[src/rtl/tlca_pkg.sv]
// Shared constants, codes and control types of the tree LCA block.
package tlca_pkg;

  localparam int NODE_W          = 10;
  localparam int MAX_NODES_DEF   = 1024;
  localparam int LIFT_LEVELS_DEF = 10;

  typedef enum logic [0:0] {
    OP_ATTACH = 1'b0,
    OP_QUERY  = 1'b1
  } op_t;

  typedef enum logic [3:0] {
    ST_IDLE,
    ST_ATT_START,
    ST_ATT_LVL,
    ST_Q_START,
    ST_Q_DEPTH_U,
    ST_Q_DEPTH_V,
    ST_Q_LIFT,
    ST_Q_PAIR,
    ST_Q_FINAL,
    ST_RESULT
  } state_t;

  typedef enum logic [3:0] {
    DP_HOLD,
    DP_LOAD,
    DP_ATT_START,
    DP_ATT_LVL,
    DP_Q_START,
    DP_Q_DEPTH_U,
    DP_Q_DEPTH_V,
    DP_Q_LIFT,
    DP_Q_PAIR
  } dp_op_t;

  typedef enum logic [1:0] {
    RES_ZERO,
    RES_U,
    RES_LIFT,
    RES_ANC
  } res_sel_t;

  typedef struct packed {
    dp_op_t   op;
    logic     depth_we;
    logic     res_load;
    res_sel_t res_sel;
    logic     out_load;
  } dp_cmd_t;

  typedef struct packed {
    logic attach_ok;
    logic range_ok;
    logic same;
    logic lift_meet;
  } dp_stat_t;

endpackage

[src/rtl/tlca_ctrl.sv]
// Sequencer of the tree LCA block: attach and query schedules, result slot.
module tlca_ctrl #(
  parameter int  LIFT_LEVELS = tlca_pkg::LIFT_LEVELS_DEF,
  localparam int LW          = $clog2(LIFT_LEVELS)
) (
  input  logic               clk,
  input  logic               rst_n,
  input  logic               in_valid,
  input  logic               in_op,
  output logic               in_stall,
  output logic               out_valid,
  input  logic               out_stall,
  input  tlca_pkg::dp_stat_t stat,
  output tlca_pkg::dp_cmd_t  cmd,
  output logic [LW-1:0]      level
);

  localparam logic [LW-1:0] LAST = LW'(LIFT_LEVELS - 1);

  tlca_pkg::state_t state_r, state_nxt;
  logic [LW-1:0]    k_r, k_nxt;
  logic             out_valid_r, out_valid_nxt;
  logic             out_free;

  always_ff @(posedge clk) begin
    if (!rst_n) begin
      state_r     <= tlca_pkg::ST_IDLE;
      k_r         <= '0;
      out_valid_r <= 1'b0;
    end else begin
      state_r     <= state_nxt;
      k_r         <= k_nxt;
      out_valid_r <= out_valid_nxt;
    end
  end

  assign out_free = !out_valid_r || !out_stall;

  always_comb begin
    state_nxt    = state_r;
    k_nxt        = k_r;
    cmd.op       = tlca_pkg::DP_HOLD;
    cmd.depth_we = 1'b0;
    cmd.res_load = 1'b0;
    cmd.res_sel  = tlca_pkg::RES_ZERO;
    cmd.out_load = 1'b0;
    case (state_r)
      tlca_pkg::ST_IDLE: begin
        if (in_valid) begin
          cmd.op    = tlca_pkg::DP_LOAD;
          state_nxt = (in_op == tlca_pkg::OP_QUERY) ? tlca_pkg::ST_Q_START
                                                     : tlca_pkg::ST_ATT_START;
        end
      end
      tlca_pkg::ST_ATT_START: begin
        if (stat.attach_ok) begin
          cmd.op    = tlca_pkg::DP_ATT_START;
          k_nxt     = LW'(1);
          state_nxt = tlca_pkg::ST_ATT_LVL;
        end else begin
          state_nxt = tlca_pkg::ST_IDLE;
        end
      end
      tlca_pkg::ST_ATT_LVL: begin
        cmd.op = tlca_pkg::DP_ATT_LVL;
        // The parent's depth returns in the first level cycle.
        cmd.depth_we = (k_r == LW'(1));
        if (k_r == LAST) begin
          state_nxt = tlca_pkg::ST_IDLE;
        end else begin
          k_nxt = k_r + LW'(1);
        end
      end
      tlca_pkg::ST_Q_START: begin
        if (!stat.range_ok) begin
          cmd.res_load = 1'b1;
          cmd.res_sel  = tlca_pkg::RES_ZERO;
          state_nxt    = tlca_pkg::ST_RESULT;
        end else if (stat.same) begin
          cmd.res_load = 1'b1;
          cmd.res_sel  = tlca_pkg::RES_U;
          state_nxt    = tlca_pkg::ST_RESULT;
        end else begin
          cmd.op    = tlca_pkg::DP_Q_START;
          state_nxt = tlca_pkg::ST_Q_DEPTH_U;
        end
      end
      tlca_pkg::ST_Q_DEPTH_U: begin
        cmd.op    = tlca_pkg::DP_Q_DEPTH_U;
        state_nxt = tlca_pkg::ST_Q_DEPTH_V;
      end
      tlca_pkg::ST_Q_DEPTH_V: begin
        cmd.op    = tlca_pkg::DP_Q_DEPTH_V;
        k_nxt     = LAST;
        state_nxt = tlca_pkg::ST_Q_LIFT;
      end
      tlca_pkg::ST_Q_LIFT: begin
        cmd.op = tlca_pkg::DP_Q_LIFT;
        if (k_r != '0) begin
          k_nxt = k_r - LW'(1);
        end else if (stat.lift_meet) begin
          cmd.res_load = 1'b1;
          cmd.res_sel  = tlca_pkg::RES_LIFT;
          state_nxt    = tlca_pkg::ST_RESULT;
        end else begin
          k_nxt     = LAST;
          state_nxt = tlca_pkg::ST_Q_PAIR;
        end
      end
      tlca_pkg::ST_Q_PAIR: begin
        cmd.op = tlca_pkg::DP_Q_PAIR;
        if (k_r != '0) begin
          k_nxt = k_r - LW'(1);
        end else begin
          state_nxt = tlca_pkg::ST_Q_FINAL;
        end
      end
      tlca_pkg::ST_Q_FINAL: begin
        cmd.res_load = 1'b1;
        cmd.res_sel  = tlca_pkg::RES_ANC;
        state_nxt    = tlca_pkg::ST_RESULT;
      end
      tlca_pkg::ST_RESULT: begin
        if (out_free) begin
          cmd.out_load = 1'b1;
          state_nxt    = tlca_pkg::ST_IDLE;
        end
      end
      default: begin
        state_nxt = tlca_pkg::ST_IDLE;
      end
    endcase
    out_valid_nxt = (out_valid_r && out_stall) || cmd.out_load;
  end

  assign in_stall  = (state_r != tlca_pkg::ST_IDLE);
  assign out_valid = out_valid_r;
  assign level     = k_r;

endmodule

[config.mk]
export PLATFORM = sky130hd
export DESIGN_NAME = tlca_ctrl
export DESIGN_NICKNAME = d
export VERILOG_FILES = /design/src/rtl/tlca_pkg.sv /design/src/rtl/tlca_ctrl.sv
export SDC_FILE = /design/constraint.sdc
export NUM_CORES = 1
export LEC_CHECK = 0
export ABC_CLOCK_PERIOD_IN_PS = 2700
export BUFFER_PORTS_ARGS = -buffer_cell sky130_fd_sc_hd__buf_2
export CAP_MARGIN = 10
export CORE_ASPECT_RATIO = 1.4
export CORE_UTILIZATION = 47
export CTS_CLUSTER_SIZE = 40
export DETAILED_ROUTE_END_ITERATION = 12
export PLACE_DENSITY = 0.72
export SLEW_MARGIN = 5
export SYNTH_ARGS = -nofsm -noshare
export SYNTH_HDL_FRONTEND = slang
export SYNTH_SLANG_ARGS = --single-unit
[constraint.sdc]
create_clock -name clk -period 2.7 [get_ports clk]
set_input_delay 0.27 -clock clk [delete_from_list [all_inputs] [get_ports clk]]
set_output_delay 0.27 -clock clk [all_outputs]
set_load 0.005 [all_outputs]
==> results of run 1 <==
## metrics by stage
stage,instance area (sq um),hold WS (ps),instances,setup slack [ps]
after CTS,1050,282,163,416
after detailed placement,1030,519,159,665
after global routing,1050,310,163,190
after global placement,1030,516,159,668
after floorplan,908,392,122,835
final,1050,292,163,419
## worst min path at each step
stage / endpoint / cells past startpoint / start
after floorplan: state_r[2] / 1 / rst_n
after global placement: out_valid / 2 / out_valid
after detailed placement: out_valid / 2 / out_valid
after CTS: state_r[2] / 2 / rst_n
after global routing: state_r[2] / 2 / rst_n
final: state_r[2] / 2 / rst_n
## metal layers
layer  part of all wire  track usage  up-vias  routed length, um
li1                   -            -      492                  -
met1               0.45        0.343      459               1040
met2               0.50        0.419       26               1140
met3              0.034       0.0248        5                 78
met4              0.014        0.103        0                 31
met5                  0            0        -                  0
## kinds of logic (layout without fill, tap and decap cells)
family	after synthesis	in the layout	share of synthesized area
simple gates	49	49	0.278
compound gates	43	43	0.375
buf+inv	15	36	0.0730
flops	9	9	0.198
fa+ha+maj	3	3	0.0413
mux	2	2	0.0248
xor+xnor	1	1	0.00964
## power by group through the flow
stage	Sequential (mW)	Combinational (mW)	Clock (mW)
after floorplan	0.170	0.291	0
after global placement	0.184	0.357	0
after detailed placement	0.186	0.360	0
after CTS	0.183	0.361	0.107
after global routing	0.188	0.408	0.112
final	0.184	0.364	0.100
## synthesized netlist by cell type (3+ instances only)
cell type and number:
sky130_fd_sc_hd__ha_1 3, sky130_fd_sc_hd__a21oi_1 10, sky130_fd_sc_hd__nor2b_1 5, sky130_fd_sc_hd__nand2b_1 6, sky130_fd_sc_hd__dfxtp_1 9, sky130_fd_sc_hd__clkbuf_1 6, sky130_fd_sc_hd__o21ai_0 5, sky130_fd_sc_hd__nor3_1 4
sky130_fd_sc_hd__inv_1 6, sky130_fd_sc_hd__nand2_1 8, sky130_fd_sc_hd__o22ai_1 4, sky130_fd_sc_hd__nor2_1 16
## cell type report
type                            instances  area [sq um]  share of cell area
Clock buffer                            4          26.3              0.0249
Inverter                                6          22.5              0.0214
Multi-Input combinational cell         98           662               0.628
Sequential cell                         9           180               0.171
Tap cell                               20          25.0              0.0238
Timing Repair Buffer                   26           138               0.131
## sequential cells by signal (all words and copies together), names as in the netlist
signal,cells
out_valid,1
level,4
state_r,4
==> impl.org, run 1 <==
** Detailed routing
- Using the TritonRoute via totals, the vias-per-cell ratio works out to 6.02.
- DRC violation count after routing :: 0
- TritonRoute pass-1 iters :: 4
- Total vias in the final route :: 982
- Routed wire per std cell :: 14.1 um
- The detailed router finished its first iteration with 21 violations.
- The detail route stage leaves a number of antenna-violating nets equal to 0.
- Summed over all layers, the routed wires come to 2290 um.

** Finish
- The library cell used most frequently in the layout, excluding fill and tap cells, is sky130_fd_sc_hd__buf_2.
- In the final layout, the share of cells above drive strength 1 is 0.259.
- Core Util, Final :: 0.592
- Commonest cells after routing, fill and taps aside :: sky130_fd_sc_hd__buf_2 (23), sky130_fd_sc_hd__nor2_1 (16), sky130_fd_sc_hd__a21oi_1 (10)
- The area growth from synthesis to layout is 16.0%.
- After filler insertion, the fill cell instance count of the layout stands at 175.
- At the end of the flow, the number of nets in the layout was 156.
- Final antenna diode count :: 0

** STA
- The number of slew-limit violations in the final report came to 0.
- Final Hold Viols :: 0
- Relative slew slack :: 0.615
- In the final timing run, aggregate negative setup slack is 0 ps.
- Setup Skew :: 0.936 ps
- Based on the critical path, the design can be clocked at up to 438 MHz.
- RSZ-0062 raised after global routing :: no
- For the pin with the worst max-slew slack, the measured transition is 577 ps.
- Setup violations remaining at the end of the flow were counted as 0.
- Clock period minus worst slack :: 2280 ps
- Of the available clock period, the critical path in the final layout requires 0.845.

** Pwr
- Register share of total power :: 0.284
- The share of total power dissipated in combinational logic is 0.561.
- Of the total power, the clock network draws 0.155.
- IR analysis of the VDD net gives a maximum drop of 0.000381 V.
- Post-layout total power :: 0.649 mW
- Summed over all cells, the static leakage comes to 0.432 nW.
- NetSw :: 0.277 mW
- Net switching share of the total power :: 0.428
- Cell Pwr Density :: 616 nW/um^2
- Pint :: 0.371 mW

** Place
- After legalization and detailed placement, the total HPWL measured 1700 um.
- At the end of routability-driven placement, the weighted congestion stood at 0.899.
- Count of input and output buffers :: 23

** Synth
- Sequential fraction of the synthesis area :: 0.198
- Synth top area share :: 0.198
- Number of enable flip-flop cells after synthesis :: 0
- Cell area after technology mapping :: 908 sq um
- After synthesis, the cell types taking the most area are sky130_fd_sc_hd__dfxtp_1 (20%), sky130_fd_sc_hd__nor2_1 (6.6%), sky130_fd_sc_hd__a21oi_1 (5.5%), sky130_fd_sc_hd__ha_1 (4.1%), sky130_fd_sc_hd__nand2b_1 (4.1%).
- Post-synthesis average cell area :: 7.45 sq um
- FFs w/ async S/R, synth :: 0
- Cell type with the largest total area after synthesis :: sky130_fd_sc_hd__dfxtp_1
- Number of nets in the synthesized netlist :: 134
- Synthesis instantiated 43 different standard cells from the library.
- The Yosys step of the flow raised 0 warnings.
- For this run, the leading register cell type out of synthesis is sky130_fd_sc_hd__dfxtp_1.
- Synthesis inferred 9 register bits.
- Synthesis produced a netlist whose cell count is 122.

** Critical path
- STA classifies the critical path startpoint as a flip-flop.
- The critical path runs through a total of 8 cells.
- The most critical setup path has its startpoint at level[0].
- Following the worst setup path forward leads to its endpoint at cmd[3].
- Data on the critical path is required at its endpoint by 2430 ps.
- The slowest stage of the critical path is the sky130_fd_sc_hd__dfxtp_1 cell.
- The worst setup path is captured at a primary output.
- Crit path arrival time :: 2010 ps
- RR Startpoint :: level[0]
- In this run the worst path has a maximum fanout of 7.
- CP Class :: reg2out
- R2R depth :: 7
- Capture point of the worst reg-to-reg path :: state_r[2]
- Critical-path cell list :: inv_1, ha_1, nor3b_1, and2_1, a31oi_1, nor2_1, a31o_2, buf_2
- Counting both buffers and inverters, the worst setup path holds a total of 2.
- Register-to-register setup slack :: 640 ps
- Longest individual stage delay on the worst path :: 440 ps
- Cell family contributing the most delay on the critical path :: simple AND/OR/NAND/NOR gates

** Global route
- The number of antenna violations at the first check in global routing was 0.
- Wire length of the first global-routing pass :: 3880 um
- After global routing the overflow that remains totals 0.
- The via count of the first global-routing pass is 899.
- Overall track demand over capacity in global routing :: 0.258
- Entering global routing, the biggest net connects 23 pins.

** Run
- Max-cap violations in this run came to 0.

** Floorplanning
- The die is 54.0 um tall.
- Core Rows :: 18
- After floorplanning, the core was sized to cover 1780 sq um.
- The initial utilization of the core area, before any placement, comes to 0.511.
- The die is 39.2 um wide.
- Ports placed on the boundary :: 24
- The die covers 2110 sq um.

** Clock network
- Clock-pin slew was measured on the worst setup and hold paths at 60 ps.
- Clock latency at the later pin of the worst-skew pair :: 260 ps
- In this run the number of H-tree levels came out at 1.
- # Post-CTS Setup Buffers :: 0
- The tree is rooted in a sky130_fd_sc_hd__clkbuf_4.
- Clock tree sinks :: 9
- CTS max path bufs :: 2
- Once the clock tree was built, the resizer swapped 0 gates to a different size.
- CTS tree :: yes
- In this run, post-CTS hold repair placed 0 buffers.
- The number of clock buffers added by TritonCTS is 3.

** Run status
- Run status :: complete, no violations

** Min path
- The path class of the tightest hold or removal check is in2reg.
Power figures use the tool's default switching activity.
==> inputs of run 2 (changes only) <==
ABC_AREA = 1   (was default)
ABC_CLOCK_PERIOD_IN_PS = 2350   (was 2700)
CORE_ASPECT_RATIO = default   (was 1.4)
PLACE_DENSITY = 0.73   (was 0.72)
clock period = 2.35 ns   (was 2.7 ns; I/O delays follow)
==> run 2 against run 1 <==
  * Clock skew rose by 2.9 ps
  * Via count up 5.6%
  * Register-to-register slack improved by 70 ps
  * Hold slack lost 92 ps
==> impl.org, run 2 <==
** Synth
- The total of flip-flops plus latches after synthesis is 9 (unchanged).
- The dominant cell by count in the synthesized netlist was sky130_fd_sc_hd__nand2_1 (was sky130_fd_sc_hd__nor2_1).
- The area of the mapped netlist came to 845 sq um (was 908 sq um).
- The number of standard cells after synthesis came to 150 (was 122).
- The net count after synthesis was 162 (was 134).
- Top area cells in the synthesized netlist: sky130_fd_sc_hd__dfxtp_1 (21%), sky130_fd_sc_hd__nand2_1 (21%), sky130_fd_sc_hd__nand3_1 (8.9%), sky130_fd_sc_hd__nor2_1 (7.1%), sky130_fd_sc_hd__inv_1 (6.7%) (was sky130_fd_sc_hd__dfxtp_1 (20%), sky130_fd_sc_hd__nor2_1 (6.6%), sky130_fd_sc_hd__a21oi_1 (5.5%), sky130_fd_sc_hd__ha_1 (4.1%), sky130_fd_sc_hd__nand2b_1 (4.1%)).
- The number of synthesized flops with an enable pin is 0 (unchanged).
- Number of warning messages in the yosys log :: 0 (unchanged)
- Cell types with the highest counts after synthesis: sky130_fd_sc_hd__nand2_1 (47), sky130_fd_sc_hd__nor2_1 (16), sky130_fd_sc_hd__inv_1 (15), sky130_fd_sc_hd__nand3_1 (15), sky130_fd_sc_hd__dfxtp_1 (9) (was sky130_fd_sc_hd__nor2_1 (16), sky130_fd_sc_hd__a21oi_1 (10), sky130_fd_sc_hd__dfxtp_1 (9)).
- The average instance area after synthesis is 5.63 sq um (was 7.45 sq um).
- Distinct cells, synth :: 20 (was 43)
- The main flop type after synthesis is sky130_fd_sc_hd__dfxtp_1 (unchanged).
- Synth top area share :: 0.213 (was 0.198)
- The library cell occupying the most area in the post-synthesis netlist is sky130_fd_sc_hd__dfxtp_1 (unchanged).
- Sequential fraction of the synthesis area :: 0.213 (was 0.198)
- FFs w/ async S/R, synth :: 0 (unchanged)

** STA
- Setup Skew :: 3.87 ps (was 0.936 ps)
- Final Hold Viols :: 0 (unchanged)
- The relative max-transition margin came to 0.808 (was 0.615).
- RSZ-0062 raised after global routing: no (unchanged).
- Slew of the pin with the lowest slew margin :: 284 ps (was 577 ps)
- Clock period minus worst slack :: 1830 ps
- The minimum setup slack in the final design came to 519 ps (was 419 ps).
- Total setup violations reported at the end of the flow :: 0 (unchanged)
- Setup Total Neg Slack :: 0 ps (unchanged)
- Slew Viols, Final :: 0 (unchanged)
- Upper clock frequency limit :: 546 MHz
- Portion of the clock cycle consumed by the worst path in the final layout :: 0.779

** Pwr
- Peak ir drop on the vdd network :: 0.000612 V (was 0.000381 V)
- The proportion of power drawn by the clock network is 0.125 (was 0.155).
- The power per standard cell area is 945 nW/um^2 (was 616 nW/um^2).
- Pint :: 0.468 mW (was 0.371 mW)
- The sequential power share came to 0.261 (was 0.284).
- Combinational cell fraction of total power :: 0.614 (was 0.561)
- Leakage dissipation :: 0.561 nW (was 0.432 nW)
- Net switching share of the total power :: 0.507 (was 0.428)
- NetSw :: 0.482 mW (was 0.277 mW)

** Critical path
- The nature of the critical path endpoint is a primary output (unchanged).
- The minimum setup slack among reg-to-reg paths is 710 ps (was 640 ps).
- Longest individual stage delay on the worst path :: 460 ps (was 440 ps)
- Critical-path cell list: inv_1, ha_1, nand2_1, nor2_1, nand3_1, nand3_1, buf_2 (was inv_1, ha_1, nor3b_1, and2_1, a31oi_1, nor2_1, a31o_2, buf_2).
- R2R depth :: 8 (was 7)
- The cell family with the largest share of critical-path delay is flip-flops (was simple AND/OR/NAND/NOR gates).
- The number of buffers and inverters on the critical path is 2 (unchanged).
- CP Class :: reg2out (unchanged)
- Critical path's most frequent cell :: sky130_fd_sc_hd__nand3_1
- RR Startpoint :: level[0] (unchanged)
- Cell with the largest stage delay on the worst path :: sky130_fd_sc_hd__dfxtp_1 (unchanged)
- Capture point of the worst reg-to-reg path :: state_r[1] (was state_r[2])
- CP Max Fanout :: 8 (was 7)
- Crit path arrival time :: 1600 ps (was 2010 ps)
- Req. time, crit path :: 2120 ps (was 2430 ps)
- Type of origin of the critical path :: flip-flop (unchanged)

** Floorplanning
- The floorplan die area was 1970 sq um (was 2110 sq um).
- Ports placed on the boundary :: 24 (unchanged)
- The die extent in x is 44.4 um (was 39.2 um).
- Initial Util :: 0.530 (was 0.511)
- Total core area :: 1590 sq um (was 1780 sq um)
- Core Rows :: 14 (was 18)
- Die extent in y :: 44.4 um (was 54.0 um)

** Clock network
- The insertion delay of the later-clocked pin in the worst-skew pair was 260 ps (about the same).
- The clock root buffer master is sky130_fd_sc_hd__clkbuf_4 (unchanged).
- The CTS clock-pin slew for the worst setup and hold paths was 60 ps (about the same).
- The number of levels in the clock H-tree is 1 (unchanged).
- Number of buffers inserted during clock tree synthesis :: 3 (unchanged)
- The number of clock sinks came to 9 (unchanged).
- The number of hold buffers added after cts is 0 (unchanged).
- The maximum count of clock buffers along a single path is 2 (unchanged).
- The number of setup buffers added after CTS came to 0 (unchanged).
- The TritonCTS clock tree was yes (unchanged).
- Number of gates resized after cts :: 0 (unchanged)

** Detailed routing
- TritonRoute pass-1 iters :: 4 (unchanged)
- Initial DRC Count :: 33 (was 21)
- Post-route ant nets :: 0 (unchanged)
- Total length of routed wires :: 2170 um (was 2290 um)
- Total vias in the final route :: 1037 (was 982)
- The final routed wire length divided by cell count is 10.8 um (was 14.1 um).
- The via count normalized by instance count was 5.19 (was 6.02).
- DRC violation count after routing :: 0 (unchanged)

** Min path
- The classification of the worst-slack hold path was in2reg (unchanged).
- The sink of the worst hold path was level[2] (was state_r[2]).
- The startpoint of the worst hold path is rst_n (unchanged).
- Number of cells traversed by the worst hold path :: 3 (was 2)

** Finish
- The area growth from synthesis to layout was 19.0% (was 16.0%).
- Commonest cells after routing, fill and taps aside :: sky130_fd_sc_hd__nand2_1 (47), sky130_fd_sc_hd__buf_2 (23), sky130_fd_sc_hd__nor2_1 (16) (was sky130_fd_sc_hd__buf_2 (23), sky130_fd_sc_hd__nor2_1 (16), sky130_fd_sc_hd__a21oi_1 (10))
- Fraction of final layout cells sized beyond drive strength 1 :: 0.233 (was 0.259)
- The most common cell after layout, fill and taps aside is sky130_fd_sc_hd__nand2_1 (was sky130_fd_sc_hd__buf_2).
- Final antenna diode count :: 0 (unchanged)
- The number of nets in the layout was 189 (was 156).
- The count of fill cells added during filler insertion came to 155 (was 175).

** Place
- Count of input and output buffers :: 23 (unchanged)
- The placer congestion estimate is 0.899 (about the same).
- Minimum setup slack after placement :: 734 ps (was 665 ps)
- Post-detail-place hpwl :: 1770 um (was 1700 um)

** Global route
- GRT Residual Overflow :: 0 (unchanged)
- Wire length of the first global-routing pass :: 3480 um (was 3880 um)
- The maximum number of pins on one net before global-route repair is 9 (was 23).
- Via count of the first global-routing pass :: 816 (was 899)
- Initial antenna violation count :: 0 (unchanged)
- Overall track demand over capacity in global routing :: 0.240 (was 0.258)

** Run status
- Run status: complete, no violations (unchanged).

** Run
- The number of maximum-capacitance violations came to 0 (unchanged).
-- run 2: cell count changes after synthesis, moves of 6 or more --
cell | before | now
sky130_fd_sc_hd__nand2_1 | 8 | 47
sky130_fd_sc_hd__nand2b_1 | 6 | 0
sky130_fd_sc_hd__nor2_2 | 0 | 6
sky130_fd_sc_hd__o21ai_1 | 0 | 7
sky130_fd_sc_hd__clkbuf_1 | 6 | 0
sky130_fd_sc_hd__nand3_1 | 2 | 15
sky130_fd_sc_hd__inv_1 | 6 | 15
-- run 2: power by group through the flow --
stage / registers (mW) / logic, mW / clock network [mW]
2_1_floorplan: 0.230 / 0.447 / 0
3_3_place_gp: 0.247 / 0.572 / 0
3_5_place_dp: 0.250 / 0.577 / 0
4_1_cts: 0.246 / 0.581 / 0.125
5_1_grt: 0.252 / 0.671 / 0.131
6_report: 0.248 / 0.583 / 0.118
-- run 2: per-layer routing --
metal	global-route usage	up-vias	routed length, um
met5	0	-	0
met4	0.115	0	29
met3	0.0367	4	131
met2	0.353	38	927
met1	0.341	460	1080
li1	-	535	-
-- run 2: final cells by class --
class | count | area [sq um] | share of cell area
clock buffer | 4 | 26.3 | 0.0262
inverter | 20 | 75.1 | 0.0747
multi-input combinational | 120 | 578 | 0.575
sequential | 9 | 180 | 0.179
tap | 24 | 30.0 | 0.0299
timing repair buffer | 23 | 115 | 0.115
-- run 2: worst max-delay path by stage --
stage,start,end,slack [ps],cells after the start
after detailed placement,level[0],level[2],730,10
final,level[0],cmd[3],520,7
after floorplan,level[0],level[2],910,10
after global routing,level[0],cmd[3],340,7
after global placement,level[0],state_r[1],810,8
after CTS,level[0],cmd[3],520,7
-- run 2: cells by family (layout without fill, tap and decap cells) --
group	after synthesis	after routing	share of synthesized area
compound gates	22	22	0.138
fa+ha+maj	3	3	0.0444
flops	9	9	0.213
simple gates	93	93	0.481
xor+xnor	2	2	0.0207
buf+inv	21	47	0.102
-- run 2: per-stage QoR --
step	cell area, sq um	hold WS [ps]	utilization	instances	power, mW
after floorplan	845	355	-	150	0.678
after global placement	978	473	0.614	196	0.820
after detailed placement	978	479	0.614	196	0.827
after CTS	1000	194	0.630	200	0.953
after global routing	1000	197	0.630	200	1.05
final	1000	200	0.630	200	0.949
-- run 2: tightest hold or removal path: stages --
cell	delay (ps)
sky130_fd_sc_hd__buf_2	100
sky130_fd_sc_hd__nand2_1	50
sky130_fd_sc_hd__nor2_1	30
==> inputs of run 3 (changes only) <==
ABC_CLOCK_PERIOD_IN_PS = 1810   (was 2350)
clock period = 1.81 ns   (was 2.35 ns; I/O delays follow)
==> run 3 against run 2 <==
  * Non-clock buffer count rose by 2
  * Clock skew rose by 1.2 ps
  * Critical path depth did not move
  * Sequential power rose by 25%
  * Combinational power rose by 37%
  * Clock power rose by 26%
  * Flip-flop and latch count did not move
  * Core utilization rose by 1.2 points
  * Highest routed layer unchanged
==> impl.org, run 3 (same netlist as run 2, synthesis figures left out) <==
** STA
- The relative max-transition margin was 0.796 (was 0.808).
- Slew of the pin with the lowest slew margin :: 305 ps (was 284 ps)
- Timing would allow up to 598 MHz.
- Clock period minus worst slack :: 1670 ps
- Slew Viols, Final :: 0 (unchanged)
- The minimum setup slack in the final design is 138 ps (was 519 ps).
- The final-report setup violation count was 0 (unchanged).
- RSZ-0062 raised after global routing: no (unchanged).
- Portion of the clock cycle consumed by the worst path in the final layout :: 0.924
- Setup Skew :: 5.06 ps (was 3.87 ps)
- Final Hold Viols :: 0 (unchanged)
- Setup Total Neg Slack :: 0 ps (unchanged)

** Clock network
- CTS tree :: yes (unchanged)
- Hold buffer count at cts :: 0 (unchanged)
- Deepest level of the CTS H-tree :: 1 (unchanged)
- Clk pin slew, worst setup/hold paths :: 60 ps (about the same)
- Clock tree sinks :: 9 (unchanged)
- The maximum count of clock buffers along a single path was 2 (unchanged).
- The clock buffer count from CTS is 3 (unchanged).
- Clock latency at the later pin of the worst-skew pair :: 250 ps (was 260 ps)
- Clock root cell :: sky130_fd_sc_hd__clkbuf_4 (unchanged)

** Critical path
- The number of cells on the worst reg-to-reg path is 8 (unchanged).
- The cell with the biggest individual delay on the critical path is sky130_fd_sc_hd__dfxtp_2 (was sky130_fd_sc_hd__dfxtp_1).
- The peak fanout along the critical path was 8 (unchanged).
- Crit path arrival time :: 1490 ps (was 1600 ps)
- Count of buffering cells on the critical path with inverters included :: 2 (unchanged)
- The start-to-end type of the worst setup path is reg2out (unchanged).
- The cell family with the largest share of critical-path delay is simple AND/OR/NAND/NOR gates (was flip-flops).
- Critical path's most frequent cell :: sky130_fd_sc_hd__nand3_1 (unchanged)
- The worst endpoint required time was 1630 ps (was 2120 ps).
- Critical-path cell list: inv_1, ha_1, nand2_1, nor2_2, nand3_1, nand3_1, buf_2 (was inv_1, ha_1, nand2_1, nor2_1, nand3_1, nand3_1, buf_2).
- Longest individual stage delay on the worst path :: 360 ps (was 460 ps)
- The launching element type of the critical path was a flip-flop (unchanged).
- The nature of the critical path endpoint is a primary output (unchanged).
- The number of cells on the critical path was 7 (unchanged).

** Floorplanning
- The area of the placeable core was 1590 sq um (unchanged).
- Die width :: 44.4 um (unchanged)
- Area enclosed by the die boundary :: 1970 sq um (unchanged)
- Ports placed on the boundary :: 24 (unchanged)
- The initial cell density of the core is 0.530 (unchanged).
- The number of placement rows was 14 (unchanged).
- Die extent in y :: 44.4 um (unchanged)

** Finish
- The area growth from synthesis to layout is 21.2% (was 19.0%).
- Commonest cells after routing, fill and taps aside :: sky130_fd_sc_hd__nand2_1 (47), sky130_fd_sc_hd__buf_2 (23), sky130_fd_sc_hd__inv_1 (15), sky130_fd_sc_hd__nor2_1 (15), sky130_fd_sc_hd__nand3_1 (15) (was sky130_fd_sc_hd__nand2_1 (47), sky130_fd_sc_hd__buf_2 (23), sky130_fd_sc_hd__nor2_1 (16))
- The number of antenna cells inserted was 0 (unchanged).
- Register cell area after layout :: 181 sq um (was 180 sq um)
- The share of final-layout standard cells stronger than drive strength 1 was 0.253 (was 0.233).
- Fin nets :: 191 (was 189)
- The most common cell after layout, fill and taps aside is sky130_fd_sc_hd__nand2_1 (unchanged).
- Area used by multi-input combinational logic :: 581 sq um (was 578 sq um)
- The count of fill cells added during filler insertion came to 146 (was 155).

** Detailed routing
- The wire length reported by the detailed router came to 2270 um (was 2170 um).
- The number of design rule violations left after detail routing is 0 (unchanged).
- TritonRoute pass-1 iters :: 4 (unchanged)
- Post-route ant nets :: 0 (unchanged)
- The final routed wire length divided by cell count was 11.2 um (was 10.8 um).
- Total vias in the final route :: 1033 (was 1037)
- Average via count per standard cell :: 5.11 (was 5.19)
- Initial DRC Count :: 43 (was 33)

** Pwr
- The highest ir drop seen on vdd came to 0.000733 V (was 0.000612 V).
- Cell Pwr Density :: 1230 nW/um^2 (was 945 nW/um^2)
- The sequential power share is 0.246 (was 0.261).
- Leakage dissipation :: 0.573 nW (was 0.561 nW)
- NetSw :: 0.634 mW (was 0.482 mW)
- Net switching share of the total power :: 0.504 (was 0.507)
- The part of the total power dissipated in combinational logic came to 0.635 (was 0.614).
- Part of the total power dissipated in the clock network :: 0.119 (was 0.125)
- The internal power of the cells is 0.625 mW (was 0.468 mW).

** Place
- The pre-CTS setup slack came to 222 ps (was 734 ps).
- Count of input and output buffers :: 23 (unchanged)
- Gp weighted congestion :: 0.925 (was 0.899)
- The HPWL after detailed placement was 1810 um (was 1770 um).

** Run
- The number of maximum-capacitance violations was 0 (unchanged).

** Global route
- GRT Residual Overflow :: 0 (unchanged)
- Wire length of the first global-routing pass :: 3610 um (was 3480 um)
- The total global-route track usage came to 0.246 (was 0.240).
- Via count of the first global-routing pass :: 859 (was 816)
- The maximum number of pins on one net before global-route repair was 9 (unchanged).
- The number of antenna violations at the first check in global routing is 0 (unchanged).

** Run status
- Run status :: complete, no violations (unchanged)

** Min path
- The classification of the worst-slack hold path was in2reg (unchanged).
- The cell depth of the worst hold path is 3 (unchanged).
## run 3: worst register-to-register path, stage by stage, from the launching register on
cell and delay, ps:
sky130_fd_sc_hd__dfxtp_2 360, sky130_fd_sc_hd__inv_1 110, sky130_fd_sc_hd__ha_1 230, sky130_fd_sc_hd__nand2_1 120, sky130_fd_sc_hd__nand2_2 100, sky130_fd_sc_hd__nand2_1 100
sky130_fd_sc_hd__nor2_2 190, sky130_fd_sc_hd__o21ai_0 160, sky130_fd_sc_hd__a21oi_1 150
## run 3: per-layer routing
layer,part of all wire,global-route usage
met3,0.062,0.0245
met1,0.50,0.363
met4,0.0026,0.0606
met2,0.43,0.382
met5,0,0
## run 3: stage by stage
stage	cell area [sq um]	std cells	hold slack [ps]	power [mW]	util
global route	1020	202	186	1.38	0.642
CTS	1020	202	155	1.24	0.640
floorplan	845	150	301	0.880	-
detailed placement	993	198	427	1.09	0.623
finish	1020	202	158	1.26	0.642
global placement	993	198	419	1.08	0.623
## run 3: power groups by stage
stage          Sequential, mW  Clock [mW]  Combinational (mW)
6_report                0.310       0.149               0.800
5_1_grt                 0.314       0.166               0.900
4_1_cts                 0.306       0.153               0.782
3_5_place_dp            0.309           0               0.778
3_3_place_gp            0.306           0               0.778
2_1_floorplan           0.299           0               0.581
## run 3: layout make-up
| type | instances | share of cell area |
|---|---|---|
| clock buffers | 4 | 0.0257 |
| well taps | 24 | 0.0293 |
| inverters | 20 | 0.0733 |
| multi-input cells | 120 | 0.567 |
| repair buffers | 25 | 0.127 |
| flip-flops and latches | 9 | 0.177 |
## run 3: worst paths after layout
path | to | slack [ps] | from
worst max-delay path | cmd[3] | 140 | level[0]
worst min-delay path | level[2] | 160 | rst_n
worst max register to register | state_r[1] | 220 | level[0]
worst min register to register | out_valid | 490 | out_valid
## run 3: what timing repair did
action                     in CTS  in global routing
gates resized for setup         0                  2
setup endpoints to repair       0                  2
setup buffers                   0                  0
hold endpoints to repair        0                  0
